$ cat config.mk
export PLATFORM = sky130hd
export DESIGN_NAME = mf3_sort
export DESIGN_NICKNAME = d
export VERILOG_FILES = /design/src/rtl/median3x3_filter_unit_defines.svh /design/src/rtl/mf3_pkg.sv /design/src/rtl/mf3_sort.sv
export SDC_FILE = /design/constraint.sdc
export NUM_CORES = 1
export LEC_CHECK = 0
export BUFFER_PORTS_ARGS = -buffer_cell sky130_fd_sc_hd__buf_2
export CAP_MARGIN = 20
export CORE_MARGIN = 1.5
export CORE_UTILIZATION = 62
export DETAILED_ROUTE_END_ITERATION = 7
export PLACE_DENSITY = 0.85
export SLEW_MARGIN = 20
export SYNTH_ARGS = -nofsm -noshare
export SYNTH_HDL_FRONTEND = slang
export SYNTH_SLANG_ARGS = --single-unit
$ cat constraint.sdc
create_clock -name clk -period 10.3 [get_ports clk]
set_input_delay 3.09 -clock clk [delete_from_list [all_inputs] [get_ports clk]]
set_output_delay 3.09 -clock clk [all_outputs]
set_load 0.01 [all_outputs]
$ cat src/rtl/median3x3_filter_unit_defines.svh
// Assertion macros for the median filter unit.
`ifndef MEDIAN3X3_FILTER_UNIT_DEFINES_SVH
`define MEDIAN3X3_FILTER_UNIT_DEFINES_SVH
`ifndef SYNTH
`define MF3_ASSERT_IMP(lbl, clk, rst_n, a, c) \
  lbl: assert property (@(posedge clk) disable iff (!rst_n) (a) |-> (c)) \
    else $error("mf3 check failed");
`define MF3_ASSERT_NXT(lbl, clk, rst_n, a, c) \
  lbl: assert property (@(posedge clk) disable iff (!rst_n) (a) |=> (c)) \
    else $error("mf3 check failed");
`else
`define MF3_ASSERT_IMP(lbl, clk, rst_n, a, c)
`define MF3_ASSERT_NXT(lbl, clk, rst_n, a, c)
`endif
`endif

$ cat src/rtl/mf3_pkg.sv
package mf3_pkg;

  localparam int PIX_W          = 8;
  localparam int CFG_W          = 11;
  localparam int DEF_MAX_WIDTH  = 1024;
  localparam int DEF_MAX_HEIGHT = 1024;
  localparam int RESET_SIZE     = 512;
  localparam int MIN_SIZE       = 3;
  localparam int WIN_N          = 9;

  typedef logic [PIX_W-1:0] pix_t;

  typedef enum logic [0:0] {
    REG_IMAGE_WIDTH  = 1'b0,
    REG_IMAGE_HEIGHT = 1'b1
  } cfg_reg_t;

  // window in column order: oldest column, previous column, newest column
  typedef struct packed {
    logic                   last;
    pix_t [WIN_N-1:0]       px;
  } win_item_t;

endpackage

$ cat src/rtl/mf3_sort.sv
module mf3_sort (
  input  logic               clk,
  input  logic               rst_n,
  input  logic               win_valid,
  output logic               win_ready,
  input  mf3_pkg::win_item_t win_item,
  output logic               out_valid,
  input  logic               out_stall,
  output mf3_pkg::pix_t      out_median,
  output logic               out_frame_last
);
  import mf3_pkg::*;

  function automatic pix_t min2(input pix_t a, input pix_t b);
    return (a < b) ? a : b;
  endfunction

  function automatic pix_t max2(input pix_t a, input pix_t b);
    return (a < b) ? b : a;
  endfunction

  function automatic pix_t med3(input pix_t a, input pix_t b, input pix_t c);
    return max2(min2(a, b), min2(max2(a, b), c));
  endfunction

  // column sort stage
  logic vc_r, lc_r;
  pix_t lo_r [3];
  pix_t md_r [3];
  pix_t hi_r [3];
  // max of lows, median of middles, min of highs
  logic vm_r, lm_r;
  pix_t a_r, b_r, c_r;
  // output register
  logic vo_r, lo_last_r;
  pix_t med_r;

  logic rdy_c, rdy_m, rdy_o;

  assign rdy_o     = !vo_r || !out_stall;
  assign rdy_m     = !vm_r || rdy_o;
  assign rdy_c     = !vc_r || rdy_m;
  assign win_ready = rdy_c;

  assign out_valid      = vo_r;
  assign out_median     = med_r;
  assign out_frame_last = lo_last_r;

  always_ff @(posedge clk) begin
    if (!rst_n) begin
      vc_r <= 1'b0;
      vm_r <= 1'b0;
      vo_r <= 1'b0;
    end else begin
      if (rdy_c) begin
        vc_r <= win_valid;
      end
      if (rdy_m) begin
        vm_r <= vc_r;
      end
      if (rdy_o) begin
        vo_r <= vm_r;
      end
    end
  end

  always_ff @(posedge clk) begin
    if (rdy_c && win_valid) begin
      lc_r <= win_item.last;
      for (int k = 0; k < 3; k++) begin
        lo_r[k] <= min2(min2(win_item.px[3*k], win_item.px[3*k+1]), win_item.px[3*k+2]);
        md_r[k] <= med3(win_item.px[3*k], win_item.px[3*k+1], win_item.px[3*k+2]);
        hi_r[k] <= max2(max2(win_item.px[3*k], win_item.px[3*k+1]), win_item.px[3*k+2]);
      end
    end
    if (rdy_m && vc_r) begin
      lm_r <= lc_r;
      a_r  <= max2(max2(lo_r[0], lo_r[1]), lo_r[2]);
      b_r  <= med3(md_r[0], md_r[1], md_r[2]);
      c_r  <= min2(min2(hi_r[0], hi_r[1]), hi_r[2]);
    end
    if (rdy_o && vm_r) begin
      lo_last_r <= lm_r;
      med_r     <= med3(a_r, b_r, c_r);
    end
  end

endmodule

==> results of run 1 <==
-- sequential cells by signal, indices dropped and copies added (netlist names), 8 cells and up --
register and cells:
hi_r 24, lo_r 24, md_r 24, a_r 8, b_r 8, c_r 8, out_median 8
-- worst max-delay path, cell delays in order --
cell and delay (ps):
sky130_fd_sc_hd__buf_2 90, sky130_fd_sc_hd__inv_1 50, sky130_fd_sc_hd__ha_1 300, sky130_fd_sc_hd__a2111oi_0 430, sky130_fd_sc_hd__nand2_1 110, sky130_fd_sc_hd__o22ai_2 670, sky130_fd_sc_hd__mux2_2 440, sky130_fd_sc_hd__ha_1 300
sky130_fd_sc_hd__a211oi_1 300, sky130_fd_sc_hd__inv_1 90, sky130_fd_sc_hd__o21ai_0 150, sky130_fd_sc_hd__nor2b_1 180, sky130_fd_sc_hd__a41o_1 660, sky130_fd_sc_hd__mux2i_1 240, sky130_fd_sc_hd__ha_1 350, sky130_fd_sc_hd__nand4_1 110
sky130_fd_sc_hd__nor2_1 150, sky130_fd_sc_hd__nand3_1 100, sky130_fd_sc_hd__o211ai_2 480, sky130_fd_sc_hd__mux2_2 410
-- power breakdown --
part           leakage, nW  internal [mW]  switching, mW
clock                0.144          0.190          0.159
sequential            1.06          0.684         0.0832
combinational         3.99          0.747           1.02
total                 5.19           1.62           1.26
-- area by class of cell --
class	instances	area (µm²)
Clock buffer	11	233
Timing Repair Buffer	89	450
Multi-Input combinational cell	797	6350
Tap cell	216	270
Fill cell	1235	4870
Clock inverter	5	57.6
Inverter	132	495
Sequential cell	110	3270
-- layer usage --
layer  share of wire, %  GRT usage (%)
met1                 43           35.2
met5                  0              0
met3                6.0           4.82
met4                3.6           11.9
met2                 48           47.7
-- per-stage QoR --
stage / power (mW) / setup slack, ps / utilization, % / instance area, µm² / hold slack [ps]
5_1_grt: 3.11 / 1060 / 69.6 / 11100 / 455
6_report: 2.88 / 1700 / 69.6 / 11100 / 435
3_5_place_dp: 2.48 / 1360 / 67.7 / 10800 / 413
4_1_cts: 2.86 / 1720 / 69.5 / 11100 / 430
3_3_place_gp: 2.40 / 1510 / 67.7 / 10800 / 401
2_1_floorplan: 2.09 / 2150 / - / 10200 / 400
-- logic make-up after synthesis --
| family | Yosys count |
|---|---|
| AOI/OAI and AO/OA | 285 |
| adders and majority gates | 154 |
| and+or+nand+nor | 217 |
| DFF | 110 |
| muxes | 141 |
| buffers and inverters | 159 |
-- cells in the final DEF (no fill, tap or decap), types with 3 or more instances in the layout --
master                        n
sky130_fd_sc_hd__a2111oi_0    4
sky130_fd_sc_hd__a211o_1      6
sky130_fd_sc_hd__a211oi_1    16
sky130_fd_sc_hd__a211oi_2     3
sky130_fd_sc_hd__a21o_1      24
sky130_fd_sc_hd__a21oi_1     67
sky130_fd_sc_hd__a221oi_1     3
sky130_fd_sc_hd__a31o_2       4
sky130_fd_sc_hd__a31oi_1      3
sky130_fd_sc_hd__buf_2       87
sky130_fd_sc_hd__clkbuf_16    9
sky130_fd_sc_hd__dfxtp_1      3
sky130_fd_sc_hd__edfxtp_1   107
sky130_fd_sc_hd__ha_1       154
sky130_fd_sc_hd__inv_1      132
sky130_fd_sc_hd__mux2_2      76
sky130_fd_sc_hd__mux2i_1     65
sky130_fd_sc_hd__nand2_1     85
sky130_fd_sc_hd__nand2b_1    12
sky130_fd_sc_hd__nand3_1     15
sky130_fd_sc_hd__nand4_1     14
sky130_fd_sc_hd__nor2_1      50
sky130_fd_sc_hd__nor2b_1      8
sky130_fd_sc_hd__nor3_1       8
sky130_fd_sc_hd__nor4_1       3
sky130_fd_sc_hd__o2111ai_1    3
sky130_fd_sc_hd__o211ai_1    14
sky130_fd_sc_hd__o21a_1      10
sky130_fd_sc_hd__o21ai_0     92
sky130_fd_sc_hd__o31ai_1      7
-- final timing paths --
| kind | endpoint | slack [ps] | start | cells after the start |
|---|---|---|---|---|
| max | md_r[0][8]$_DFFE_PP_ | 1700 | win_item[37] | 20 |
| min | out_frame_last$_DFFE_PP_ | 430 | lm_r$_DFFE_PP_ | 0 |
| max reg2reg | b_r[2]$_DFFE_PP_ | 3830 | md_r[0][6]$_DFFE_PP_ | 19 |
| min reg2reg | out_frame_last$_DFFE_PP_ | 430 | lm_r$_DFFE_PP_ | 0 |
==> results.md, run 1 <==
CTS:
- The number of gates resized after CTS is 0.
- The number of setup buffers added after CTS is 0.
- Counting the buffers created by CTS gives 9.
- After clock tree synthesis, the clock-pin slew on the worst setup and hold paths is roughly 70 ps.
- In this run, post-CTS hold repair placed 0 buffers.
- The clock root buffer is sky130_fd_sc_hd__clkbuf_16.
- The H-tree was split into 3 levels.
- The CTS tree is yes.
- The number of clock sinks is 110.
- The clock latency reported for the late side of the worst-skew pair is between 300 and 400 ps.
- The maximum root-to-sink buffer count is 2.

GRT:
- Entering global routing, the biggest net connects between 70 and 80 pins.
- Summed over all layers, the global routing overflow is 0.
- The first global-routing pass estimated ~39,000 µm of wire.
- Global routing consumed, over all layers together, 28.0% of the routing resources.
- The initial antenna violation count was 0.
- The number of global-route vias before repair is a little over 8,000.

Drt:
- For this block, the routed nets add up to 23,900 µm of wire.
- The post-detailed-route via-to-cell ratio is just over 6.
- The violation count after the first detailed-route iteration is between 600 and 700.
- In the final routed layout, each cell accounts on average for 17.6 µm.
- The remaining number of nets flagged by the antenna check after routing is 0.
- The DRC violation count after routing is 0.
- The first-pass iteration count of the detailed router is 5.
- The via total after detailed routing is between 8,000 and 9,000.

Layout:
- The net total in the final layout is 1,370.
- The number of antenna repair diodes is 0.
- Compared with the post-synthesis result, the final layout area differs by 8.94%.
- For this run, the number of standard cells in the final layout without fillers is 1,360.
- The share of final-layout standard cells stronger than drive strength 1 is around 18%.

Timing:
- The total negative slack for setup checks is 0 ps.
- On the final layout, the worst clock skew is about 12 ps.
- For the pin with the worst max-slew slack, the measured transition is between 1000 and 1500 ps.
- The shortest period the worst path allows is 8600 ps.
- The final number of max-transition violations is 0.
- Setup repair after global routing left no endpoint under its margin.
- Setup violations remaining at the end of the flow were counted as 0.
- The number of hold violations in the final report is 0.
- Static timing analysis puts the maximum clock frequency at about 120 MHz.
- In the finished design, the share of the clock period the worst path needs comes to a little over four fifths.
- The worst slew margin relative to its limit is around a third.

Synthesis:
- Sequential elements use 32.0% of the synthesized area.
- The area fraction in and, or, nand and nor cells after synthesis is around 10%.
- The number of distinct standard cells referenced by the synthesized netlist is 68.
- By area, the combinational part of the netlist is dominated by adder cells.
- Multiplexer cells account for about 15% of the synthesized area.
- The compound-gate portion of the synthesized area is between 10% and 20%.
- The xor/xnor cell area share of the yosys netlist is 0%.
- During synthesis, Yosys emitted a total of 0 warnings.
- The number of synthesized register bits is 110.
- Yosys instantiated no cell more often than sky130_fd_sc_hd__ha_1.
- Sorting the synthesized cells by area gives the leading types as sky130_fd_sc_hd__edfxtp_1 (31%), sky130_fd_sc_hd__ha_1 (19%), sky130_fd_sc_hd__mux2_2 (8.4%).
- When the netlist entered floorplanning its net count stood at between 1,000 and 1,500.
- The cell type contributing the most total cell area after synthesis is sky130_fd_sc_hd__edfxtp_1.
- The share of flip-flops with an asynchronous set or reset is 0%.
- Summing every instance area after synthesis gives ~10,000 µm².
- Averaged over all synthesized cells, the footprint is 9.58 µm².
- The instance count of the mapped netlist is roughly 1,100.
- The synthesized netlist devotes roughly a fifth of its cell area to adder and majority cells.
- The most used flip-flop cell after synthesis is sky130_fd_sc_hd__edfxtp_1.
- In this run, synthesis inferred 107 flip-flops with an integrated enable.
- Summed over its instances, the top area cell type makes up about a third of the synthesized netlist area.
- Sorting the synthesized cells by how often they occur yields sky130_fd_sc_hd__ha_1 (154), sky130_fd_sc_hd__inv_1 (132), sky130_fd_sc_hd__edfxtp_1 (107).

Die:
- Measured along the x axis, the die boundary spans 131 µm.
- The floorplan step defined a die boundary enclosing between 15,000 and 20,000 µm².
- Measured along the y axis, the die boundary spans 131 µm.
- The standard-cell row count is 46.
- The count of boundary I/O pins is between 80 and 90.
- The standard cell core area is between 15,000 and 20,000 µm².
- For this configuration, the core starts out at a cell density of between 60% and 70%.

Placed design:
- Including well taps, the total number of placed cells is 1,344.
- The wire-length estimate of the detail-placed layout is between 15,000 and 20,000 µm.
- In this run the tool buffered the top-level ports with between 80 and 90 buffer cells.
- The global placer's final weighted congestion is about 0.95.

Min path:
- The type of the tightest min-delay check is flop to flop.

Critical path:
- The endpoint class of the critical path is a flop.
- The data required time at the worst endpoint is ~10,000 ps.
- The critical path startpoint category is an input port.
- The arrival time reported for the critical path endpoint is 8700 ps.
- The worst setup path is of the input port to flop kind.
- Of all nets on the critical path, the largest fanout is 23.

Power:
- The leakage power total is about 5.2 nW.
- The total power per unit cell area is between 200 and 300 nW/µm².
- VDD sags by at most between 0.1 and 0.15 mV.

Run status:
- The flow ran to the end, and the final reports show no timing, DRC or antenna violations.

Job:
- The max-cap check violation count is 0.
Power figures use the tool's default switching activity.
==> run 2: changes to the inputs <==
ABC_AREA = 1   (was default)
CORE_UTILIZATION = 56   (was 62)
PLACE_DENSITY = 0.82   (was 0.85)
clock period = 7.4 ns   (was 10.3 ns; I/O delays follow)
==> results.md, run 2 <==
Die:
- The full die area was 18,900 µm² (was 17,300 µm²).
- The standard cell core area came to 17,500 µm² (was 16,000 µm²).
- The standard-cell row count is 48 (was 46).
- The count of boundary I/O pins is 88 (unchanged).
- The chip width is 137 µm (was 131 µm).
- The height of the die is 137 µm (was 131 µm).
- The initial core utilization came to 57.9% (was 63.9%).

Synthesis:
- The number of distinct standard cells referenced by the synthesized netlist was 24 (was 68).
- Top post-synthesis cells by area: sky130_fd_sc_hd__edfxtp_1 (32%), sky130_fd_sc_hd__ha_1 (19%), sky130_fd_sc_hd__nand2_1 (14%) (was sky130_fd_sc_hd__edfxtp_1 (31%), sky130_fd_sc_hd__ha_1 (19%), sky130_fd_sc_hd__mux2_2 (8.4%)).
- The synthesis warning total came to 0 (unchanged).
- The post-synthesis instance area is 10,100 µm² (was 10,200 µm²).
- List of most frequent post-synthesis cells: sky130_fd_sc_hd__nand2_1 (366), sky130_fd_sc_hd__inv_1 (215), sky130_fd_sc_hd__ha_1 (154) (was sky130_fd_sc_hd__ha_1 (154), sky130_fd_sc_hd__inv_1 (132), sky130_fd_sc_hd__edfxtp_1 (107)).
- The instance count of the mapped netlist is 1,363 (was 1,066).
- The share of flip-flops with an asynchronous set or reset is 0% (unchanged).
- The number of nets produced by synthesis is 1,594 (was 1,297).
- The most used flip-flop cell after synthesis is sky130_fd_sc_hd__edfxtp_1 (unchanged).
- The share of the yosys chip area belonging to registers is 32.4% (was 32.0%).
- The cell type contributing the most total cell area after synthesis is sky130_fd_sc_hd__edfxtp_1 (unchanged).
- The library cell with the highest instance count after synthesis is sky130_fd_sc_hd__nand2_1 (was sky130_fd_sc_hd__ha_1).
- The number of synthesized register bits was 110 (unchanged).
- The number of flops mapped to enable cells by yosys is 107 (unchanged).
- The average cell area after synthesis was 7.42 µm² (was 9.58 µm²).
- The fraction of synthesized cell area taken by the top area cell type is 31.8% (was 31.4%).

Placed design:
- The number of buffers added on ports is 87 (unchanged).
- The global placer's final weighted congestion is 0.886 (was 0.947).
- The half-perimeter wire length after detailed placement is 17,900 µm (was 19,100 µm).

Timing:
- The maximum clock frequency is roughly 160 MHz.
- The final number of max-transition violations is 0 (unchanged).
- The measured slew at the worst slew-check pin is 977 ps (was 1030 ps).
- The clock skew was 4.72 ps (was 11.8 ps).
- The post-route clock period utilization is between 80 and 90%.
- The setup-violating endpoint count in the final report is 0 (unchanged).
- The number of hold violations in the final report is 0 (unchanged).
- Unrepaired setup endpoints after global routing: false (unchanged).
- The worst slew margin relative to its limit is 34.8% (was 31.4%).
- The total negative slack for setup checks is 0 ps (unchanged).
- The shortest period the worst path allows is around 6400 ps.

Layout:
- Most frequent cells in the layout: sky130_fd_sc_hd__nand2_1 (366), sky130_fd_sc_hd__inv_1 (215), sky130_fd_sc_hd__ha_1 (154) (was sky130_fd_sc_hd__ha_1 (154), sky130_fd_sc_hd__inv_1 (132), sky130_fd_sc_hd__edfxtp_1 (107)).
- Largest regs: hi_r x24, lo_r x24, md_r x24 (unchanged).
- The layout filler cell count was 1,524 (was 1,235).
- The most common cell after layout, fill and taps aside was sky130_fd_sc_hd__nand2_1 (was sky130_fd_sc_hd__ha_1).
- The share of final-layout standard cells stronger than drive strength 1 is 11.0% (was 17.8%).
- The post-route core utilization came to 62.8% (was 69.6%).
- The number of antenna repair diodes came to 0 (unchanged).
- The relative area change from synthesis to final layout was 8.45% (was 8.94%).
- The net total in the final layout came to 1,664 (was 1,370).

Min path:
- The type of the tightest min-delay check is flop to flop (unchanged).

CTS:
- The number of clock sinks came to 110 (unchanged).
- The clock slew at the register clock pins of the worst setup and hold paths is 70 ps (about the same).
- The number of gates resized after CTS came to 0 (unchanged).
- The clock latency reported for the late side of the worst-skew pair is 360 ps (about the same).
- The number of buffers created by CTS is 9 (unchanged).
- The CTS tree is yes (unchanged).
- The count of buffers added by post-CTS timing repair for setup is 0 (unchanged).
- The H-tree depth came to 3 (unchanged).
- The total of hold buffers inserted after clock tree synthesis is 0 (unchanged).
- The clock root buffer is sky130_fd_sc_hd__clkbuf_16 (unchanged).
- The maximum root-to-sink buffer count is 2 (unchanged).

Drt:
- The DRC violation count after routing is 0 (unchanged).
- The final wirelength is 22,300 µm (was 23,900 µm).
- The first-pass iteration count of the detailed router is 5 (unchanged).
- The post-detailed-route via-to-cell ratio is 5.32 (was 6.10).
- The violation count after the first detailed-route iteration is 548 (was 641).
- The via total after detailed routing is 8,852 (was 8,297).
- The remaining number of nets flagged by the antenna check after routing is 0 (unchanged).
- The average wire per standard cell is 13.4 µm (was 17.6 µm).

Job:
- The max-cap check violation count was 0 (unchanged).

Power:
- The total power per unit cell area was 400 nW/µm² (was 259 nW/µm²).
- The leakage power total is 5.69 nW (was 5.19 nW).
- The worst IR drop on VDD is 0.428 mV (was 0.127 mV).

Critical path:
- The critical path's slowest cell is sky130_fd_sc_hd__a211oi_2 (was sky130_fd_sc_hd__o22ai_2).
- The endpoint class of the critical path was a flop (unchanged).
- The data required time at the worst endpoint is 7520 ps (was 10,400 ps).
- Cell Chain, Critical Path: buf_2 > ha_1 > a21oi_1 > o21a_1 > nand2_2 > o21ai_0 > ha_1 > a21oi_1 > nor2_1 > a211oi_1 > nand2_2 > inv_1 > nand2_1 > o21ai_0 > inv_1 > ha_1 > a21oi_1 > nor2_1 > a211oi_2 > nand2_4 > nand2_1 > nand2_1 (was buf_2 > inv_1 > ha_1 > a2111oi_0 > nand2_1 > o22ai_2 > mux2_2 > ha_1 > a211oi_1 > inv_1 > o21ai_0 > nor2b_1 > a41o_1 > mux2i_1 > ha_1 > nand4_1 > nor2_1 > nand3_1 > o211ai_2 > mux2_2).
- The critical path class is input port to flop (unchanged).
- The largest fanout on the critical path is 31 (was 23).
- The critical path startpoint category is an input port (unchanged).
- The worst stage delay on the critical path is 520 ps (was 670 ps).
- The arrival time reported for the critical path endpoint is 6560 ps (was 8700 ps).

GRT:
- The maximum number of pins on one net before global-route repair is 74 (unchanged).
- The initial antenna violation count is 0 (unchanged).
- The number of global-route vias before repair was 8,029 (was 8,093).
- The global-route wire length before repair came to 37,500 µm (was 38,900 µm).
- The all-layer global routing usage is 25.3% (was 28.0%).
- The total global routing overflow was 0 (unchanged).

Run status:
- Run status: finished, final reports clean (unchanged).
## run 2: changes by cell type after synthesis, moves of 50 or more
cell	before	now
sky130_fd_sc_hd__inv_1	132	215
sky130_fd_sc_hd__nor2_1	50	100
sky130_fd_sc_hd__mux2i_1	65	0
sky130_fd_sc_hd__nand2_1	85	366
sky130_fd_sc_hd__a21oi_1	67	117
sky130_fd_sc_hd__nand3_1	15	69
sky130_fd_sc_hd__mux2_2	76	0
## run 2: final timing paths
| kind | startpoint | to | slack, ps | depth (start not counted) |
|---|---|---|---|---|
| worst min register to register | lm_r$_DFFE_PP_ | out_frame_last$_DFFE_PP_ | 430 | 0 |
| worst max-delay path | win_item[55] | md_r[0][22]$_DFFE_PP_ | 970 | 22 |
| worst max register to register | a_r[7]$_DFFE_PP_ | out_median[0]$_DFFE_PP_ | 2530 | 23 |
| worst min-delay path | lm_r$_DFFE_PP_ | out_frame_last$_DFFE_PP_ | 430 | 0 |
## run 2: per-stage QoR
stage	cells	power, mW	hold WS [ps]	setup WS (ps)	cell area [µm²]
3_5_place_dp	1647	3.90	408	650	10700
2_1_floorplan	1363	3.32	400	1320	10100
5_1_grt	1663	4.91	454	409	11000
4_1_cts	1663	4.37	424	1030	11000
3_3_place_gp	1647	3.78	405	793	10700
6_report	1663	4.39	430	968	11000
## run 2: cell families (layout without fill, tap and decap cells)
family | after synthesis | after routing | synth area share [%]
AND/OR/NAND/NOR | 582 | 582 | 24.1
AO/OA/AOI/OAI | 270 | 270 | 14.8
buffers and inverters | 247 | 322 | 9.75
adder cells (fa/ha/maj) | 154 | 154 | 19.0
flip-flops | 110 | 110 | 32.4
## run 2: worst max-delay path: cells and delay by family
family	cells	cell delay, ps
buf+inv	3	340
compound gates	8	1990
simple gates	8	1080
fa+ha+maj	3	920
## run 2: power by group
group / internal [mW] / switching, mW
Combinational: 1.01 / 1.86
Clock: 0.233 / 0.226
Sequential: 0.991 / 0.0686
Total: 2.23 / 2.16
## run 2: cell type report
| cell class | count | area, µm² | area share [%] |
|---|---|---|---|
| Clock inverter | 5 | 41.3 | 0.376 |
| Clock buffer | 11 | 233 | 2.12 |
| Tap cell | 225 | 282 | 2.57 |
| Timing Repair Buffer | 91 | 465 | 4.24 |
| Inverter | 215 | 807 | 7.36 |
| Multi-Input combinational cell | 1006 | 5870 | 53.5 |
| Sequential cell | 110 | 3270 | 29.8 |
## run 2: metal layers
| metal | GRT usage [%] | vias up | part of all wire (%) |
|---|---|---|---|
| met1 | 34.8 | 3923 | 48 |
| met3 | 3.42 | 37 | 4.7 |
| met5 | 0 | - | 0 |
| li1 | - | 4651 | - |
| met4 | 8.65 | 0 | 2.5 |
| met2 | 40.8 | 241 | 45 |
